## src/hdl/jps_pkg.sv

```systemverilog
// shared constants, codes and types of the 1d poisson jacobi sweeper
package jps_pkg;

  localparam int GRID_POINTS = 1024;
  localparam int IDX_W       = $clog2(GRID_POINTS);
  localparam int VALUE_W     = 32;
  localparam int H2_W        = 32;
  localparam int SWEEP_W     = 16;
  localparam int CFG_IDX_W   = 2;
  localparam int CFG_DATA_W  = 32;

  // input tdata layout, lowest bit first
  localparam int IN_IDX_LSB  = 0;
  localparam int IN_U_LSB    = IDX_W;
  localparam int IN_F_LSB    = IDX_W + VALUE_W;
  localparam int IN_BITS     = IDX_W + 2 * VALUE_W;
  localparam int IN_DATA_W   = ((IN_BITS + 7) / 8) * 8;

  localparam logic [VALUE_W-1:0] VALUE_MAX = {1'b0, {(VALUE_W-1){1'b1}}};
  localparam logic [VALUE_W-1:0] VALUE_MIN = {1'b1, {(VALUE_W-1){1'b0}}};

  // configuration register indexes
  localparam logic [CFG_IDX_W-1:0] CFG_LAST_INDEX  = 2'd0;
  localparam logic [CFG_IDX_W-1:0] CFG_SWEEP_COUNT = 2'd1;
  localparam logic [CFG_IDX_W-1:0] CFG_H_SQUARED   = 2'd2;

  localparam logic [IDX_W-1:0]   RST_LAST_INDEX  = IDX_W'(1023);
  localparam logic [SWEEP_W-1:0] RST_SWEEP_COUNT = SWEEP_W'(2);
  localparam logic [H2_W-1:0]    RST_H_SQUARED   = H2_W'(4096);

  typedef enum logic [1:0] {
    ACT_LOAD = 2'd0,
    ACT_RUN  = 2'd1,
    ACT_READ = 2'd2,
    ACT_NOP  = 2'd3
  } jps_action_e;

  typedef enum logic [2:0] {
    ST_IDLE,
    ST_COPY0,
    ST_COPY1,
    ST_COPY2,
    ST_SWEEP,
    ST_DRAIN,
    ST_FINISH
  } jps_state_e;

  // one interior point entering the update pipeline
  typedef struct packed {
    logic               valid;
    logic [IDX_W-1:0]   idx;
    logic [VALUE_W-1:0] left;
    logic [VALUE_W-1:0] right;
    logic [VALUE_W-1:0] f;
  } jps_upd_req_t;

  // write-back leaving the update pipeline
  typedef struct packed {
    logic               valid;
    logic [IDX_W-1:0]   idx;
    logic [VALUE_W-1:0] value;
    logic               sat;
  } jps_upd_wr_t;

  // result waiting for the output register
  typedef struct packed {
    logic valid;
    logic take_mem;
    logic status;
  } jps_pend_t;

endpackage

```

## src/hdl/jps_update.sv

```systemverilog
// point update: h2*f product and neighbour sum registered, then halving and saturation
module jps_update
  import jps_pkg::*;
(
  input  logic               clk_i,
  input  logic               rst_ni,
  input  jps_upd_req_t       req_i,
  input  logic [H2_W-1:0]    h2_i,
  output jps_upd_wr_t        wr_o,
  output logic               busy_o
);

  logic signed [VALUE_W+H2_W-1:0] prod_full;
  logic        [VALUE_W+H2_W-1:0] prod_q;
  logic        [VALUE_W:0]        lr_q;
  logic        [IDX_W-1:0]        idx_q;
  logic                           va_q;
  logic        [VALUE_W-1:0]      term;
  logic        [VALUE_W+1:0]      sum;
  logic        [VALUE_W:0]        half;
  logic                           ovf;

  assign prod_full = $signed(req_i.f) * $signed({1'b0, h2_i});

  always_ff @(posedge clk_i or negedge rst_ni) begin
    if (!rst_ni) begin
      va_q <= 1'b0;
    end else begin
      va_q <= req_i.valid;
    end
  end

  always_ff @(posedge clk_i) begin
    prod_q <= prod_full;
    lr_q   <= {req_i.left[VALUE_W-1], req_i.left} + {req_i.right[VALUE_W-1], req_i.right};
    idx_q  <= req_i.idx;
  end

  // floor of the product back to q8.24, then floor of the sum by two
  assign term = prod_q[VALUE_W+H2_W-1:H2_W];
  assign sum  = {lr_q[VALUE_W], lr_q} + {{2{term[VALUE_W-1]}}, term};
  assign half = sum[VALUE_W+1:1];
  assign ovf  = half[VALUE_W] != half[VALUE_W-1];

  always_comb begin
    wr_o.valid = va_q;
    wr_o.idx   = idx_q;
    wr_o.sat   = va_q && ovf;
    if (ovf) begin
      wr_o.value = half[VALUE_W] ? VALUE_MIN : VALUE_MAX;
    end else begin
      wr_o.value = half[VALUE_W-1:0];
    end
  end

  assign busy_o = va_q;

endmodule

```

## config.mk

```make
export PLATFORM = sky130hd
export DESIGN_NAME = jps_update
export DESIGN_NICKNAME = d
export VERILOG_FILES = /design/src/hdl/jps_pkg.sv /design/src/hdl/jps_update.sv
export SDC_FILE = /design/constraint.sdc
export NUM_CORES = 2
export LEC_CHECK = 0
export BUFFER_PORTS_ARGS = -buffer_cell sky130_fd_sc_hd__buf_4
export CAP_MARGIN = 40
export CORE_MARGIN = 3
export CORE_UTILIZATION = 50
export CTS_CLUSTER_DIAMETER = 80
export DETAILED_ROUTE_END_ITERATION = 10
export PLACE_DENSITY = 0.7
export SLEW_MARGIN = 10
export SYNTH_ARGS = -nofsm -noshare
export SYNTH_HDL_FRONTEND = slang
export SYNTH_SLANG_ARGS = --single-unit
```

## constraint.sdc

```tcl
create_clock -name clk_i -period 2.95 [get_ports clk_i]
set_input_delay 0.295 -clock clk_i [delete_from_list [all_inputs] [get_ports clk_i]]
set_output_delay 0.295 -clock clk_i [all_outputs]
set_load 0.02 [all_outputs]
```

==> results.txt <==
----------------------------------------------------
[Final layout]
  Post-route non-filler standard cell count ... 5641
  Filler Cells Inserted ... 5925
  Most common cell after layout, fill and taps aside ... sky130_fd_sc_hd__inv_1
  Fraction of final layout cells sized beyond drive strength 1 ... 0.238
  Nets@finish ... 6056
  Total area of multi-input combinational cells ... 34100 um^2
  Layout-stage area growth over the synthesis result ... 25.2%
  Most used cells in the layout excluding fill and tap cells ... sky130_fd_sc_hd__inv_1 (855), sky130_fd_sc_hd__fa_1 (836), sky130_fd_sc_hd__and2_1 (583)
  Register Area ... 1530 um^2

[Clock tree]
  Root Buffer Master ... sky130_fd_sc_hd__clkbuf_16
  Number of CTS-inserted buffers ... 9
  Number of sinks driven by the clock tree ... 76
  Max clock buf depth ... 2
  Number of H-tree branching levels ... 3
  Clock slew at reported path FFs ... 0.07 ns
  Clock tree from TritonCTS ... built

[Yosys]
  Cell count after synthesis ... 4139
  Yosys top cell by area ... sky130_fd_sc_hd__fa_1
  Mean instance size in the synthesized netlist ... 9.17 um^2
  Register bit count reported by yosys ... 76
  Count of different cell masters after synthesis ... 76
  Yosys top cell area share ... 0.473
  Cell Area, Synth ... 38000 um^2
  Number of nets produced by synthesis ... 5529
  Leading register cell type out of synthesis ... sky130_fd_sc_hd__dfxtp_1
  Top area cells in the synthesized netlist ... sky130_fd_sc_hd__fa_1 (47%), sky130_fd_sc_hd__ha_1 (12%), sky130_fd_sc_hd__and2_1 (11%), sky130_fd_sc_hd__inv_1 (8.9%), sky130_fd_sc_hd__nand2_1 (4.0%)
  Syn. warnings ... 0
  Post-synth EDFFs ... 0
  Post-synthesis sequential area ratio ... 0.0402
  Fraction of registers with async set or reset after synthesis ... 0.0132

[Timing]
  Number of endpoints with negative hold slack in the final report ... 0
  Slew at the pin with the worst max-slew slack ... 0.629 ns
  Period utilization ... 2.30
  Count of final setup violators ... 65
  RSZ-0062 raised after global routing ... yes
  Final Max Tran Viols ... 0
  Max Freq ... 147 MHz
  Time the worst path needs with I/O delays and setup ... 6.79 ns
  Final worst slack ... -3.84 ns
  Worst slew margin relative to its limit ... 0.570

[Placed design]
  Number of port buffers ... 185
  Final estimated routing congestion in global placement ... 0.938
  Number of placed instances with taps included ... 5545
  DP Wirelength ... 90000 um

[Route]
  First-pass iteration count of the detailed router ... 5
  Post-route ant nets ... 0
  Vias after detailed routing ... 30000
  Drt first-iter violations ... 1887
  Average wire length per cell after detail routing ... 19.3 um
  DRC Markers ... 0
  Vias per cell ... 5.31
  Final Routed Wirelength ... 109000 um

[Setup path]
  Start point of the critical path ... req_i[21]
  Kind of end point of the critical path ... flop
  Crit Path Class ... input port to flop
  Critical Path RT ... 3.24 ns
  Worst Path Arrival ... 7.08 ns
  Critical path fanouts, max ... 6
  Crit path launch type ... input port

[Global route]
  All-layer global routing usage ... 0.278
  Maximum number of pins on one net before global-route repair ... 27
  Vias in the first global route ... 32500
  Number of antenna violations at the first check in global routing ... 3
  Total congestion overflow after global routing ... 0
  Wire length of the first global-routing pass ... 172000 um

[Hold path]
  Worst min path class ... input port to flop
  Hold path startpoint ... req_i[106]

[Outcome]
  Run status ... complete, but fails checks
  Violated checks ... negative setup slack

[Floorplan]
  Placement Rows ... 100
  Die Area ... 79300 um^2
  Horizontal die dimension ... 282 um
  Starting density of the core ... 0.507
  Number of placed I/O pins ... 186
  Height of the chip ... 282 um
  Area of the placeable core ... 74800 um^2

[Flow run]
  Max_cap viols ... 0

----------------------------------------------------
==> critical path: stages <==
cell                       delay (ns)
sky130_fd_sc_hd__buf_16          0.13
sky130_fd_sc_hd__buf_8           0.13
sky130_fd_sc_hd__and2_4          0.15
sky130_fd_sc_hd__fa_1            0.51
sky130_fd_sc_hd__inv_2           0.04
sky130_fd_sc_hd__fa_1            0.56
sky130_fd_sc_hd__inv_2           0.05
sky130_fd_sc_hd__fa_1            0.51
sky130_fd_sc_hd__fa_2            0.64
sky130_fd_sc_hd__fa_2            0.45
sky130_fd_sc_hd__fa_2            0.57
sky130_fd_sc_hd__fa_1            0.45
sky130_fd_sc_hd__fa_1            0.54
sky130_fd_sc_hd__ha_4            0.29
sky130_fd_sc_hd__nand4_1         0.14
sky130_fd_sc_hd__or4_4           0.45
sky130_fd_sc_hd__nor3_4          0.17
sky130_fd_sc_hd__and2_4          0.18
sky130_fd_sc_hd__a22oi_2         0.06
sky130_fd_sc_hd__buf_12          0.16
sky130_fd_sc_hd__a21oi_4         0.18
sky130_fd_sc_hd__a21oi_4         0.10
sky130_fd_sc_hd__o221ai_2        0.15
sky130_fd_sc_hd__xor2_1          0.16
==> worst paths after layout <==
kind                       slack, ns  cells past startpoint         end
min in group asynchronous       0.25                      2      busy_o
max in group asynchronous       2.62                      2      busy_o
setup / recovery               -3.84                     24  prod_q[62]
hold / removal                  0.04                      1      busy_o
==> synthesized netlist by cell type, types with 19 or more instances <==
cell                       count
sky130_fd_sc_hd__fa_1        898
sky130_fd_sc_hd__inv_1       896
sky130_fd_sc_hd__and2_1      651
sky130_fd_sc_hd__nand2_1     408
sky130_fd_sc_hd__ha_1        351
sky130_fd_sc_hd__clkbuf_1    202
sky130_fd_sc_hd__a21oi_1     113
sky130_fd_sc_hd__dfxtp_1      75
sky130_fd_sc_hd__nor2_1       71
sky130_fd_sc_hd__xnor2_1      70
sky130_fd_sc_hd__a21o_1       54
sky130_fd_sc_hd__o21ai_0      46
sky130_fd_sc_hd__nand3_1      28
sky130_fd_sc_hd__xor2_1       24
sky130_fd_sc_hd__nand4_1      23
sky130_fd_sc_hd__nand2b_1     19
==> kinds of logic after synthesis <==
logic type | after synthesis | share of synthesized area
flip-flops | 76 | 0.0402
AND/OR/NAND/NOR | 1272 | 0.178
AO/OA/AOI/OAI | 337 | 0.0593
buffers and inverters | 1106 | 0.110
XOR/XNOR | 94 | 0.0217
adder cells (fa/ha/maj) | 1254 | 0.590
==> state kept, by name, indices dropped and copies added, names as in the netlist <==
signal	flops
prod_q	32
busy_o	1
lr_q	33
idx_q	10
==> routing by layer <==
layer	GRT usage	vias to the layer above	part of all wire
met4	0.0904	4	0.039
met1	0.372	15300	0.41
met3	0.0577	196	0.081
li1	-	13400	-
met5	0	-	0.00023
met2	0.454	1039	0.47
==> metrics by stage <==
| stage | setup TNS (ns) | cell area [um^2] | setup slack [ns] | hold WS [ns] | util |
|---|---|---|---|---|---|
| 2_1_floorplan | -110.01 | 38800 | -3.67 | -0.000591 | - |
| 3_3_place_gp | -143.62 | 44100 | -4.36 | 0.0701 | 0.589 |
| 4_1_cts | -139.38 | 46400 | -3.81 | 0.0273 | 0.621 |
| 3_5_place_dp | -144.06 | 44100 | -4.41 | 0.0712 | 0.589 |
| 6_report | -138.46 | 47500 | -3.84 | 0.0376 | 0.635 |
| 5_1_grt | -147.25 | 47500 | -4.00 | 0.0257 | 0.635 |
==> layout make-up <==
type / instances / share of cell area
repair buffers: 726 / 0.146
well taps: 969 / 0.0255
flip-flops and latches: 76 / 0.0322
inverters: 896 / 0.0710
multi-input cells: 2957 / 0.717
clock inverters: 6 / 0.00287
clock buffers: 10 / 0.00482
diodes: 1 / 0.0000526
==> what timing repair did <==
action | 4_1_cts | 5_1_grt
pin swaps | 128 | 145
gates resized for setup | 307 | 213
endpoints found under the hold margin | 1 | 0
endpoints found under the setup margin | 65 | 65
cloned | 9 | 11
hold buffers | 1 | 0
buffers inserted | 45 | 24
Power is left out: the tool's default activity adds up to more than one toggle a clock period on the data nets, which glitch-free logic cannot reach.
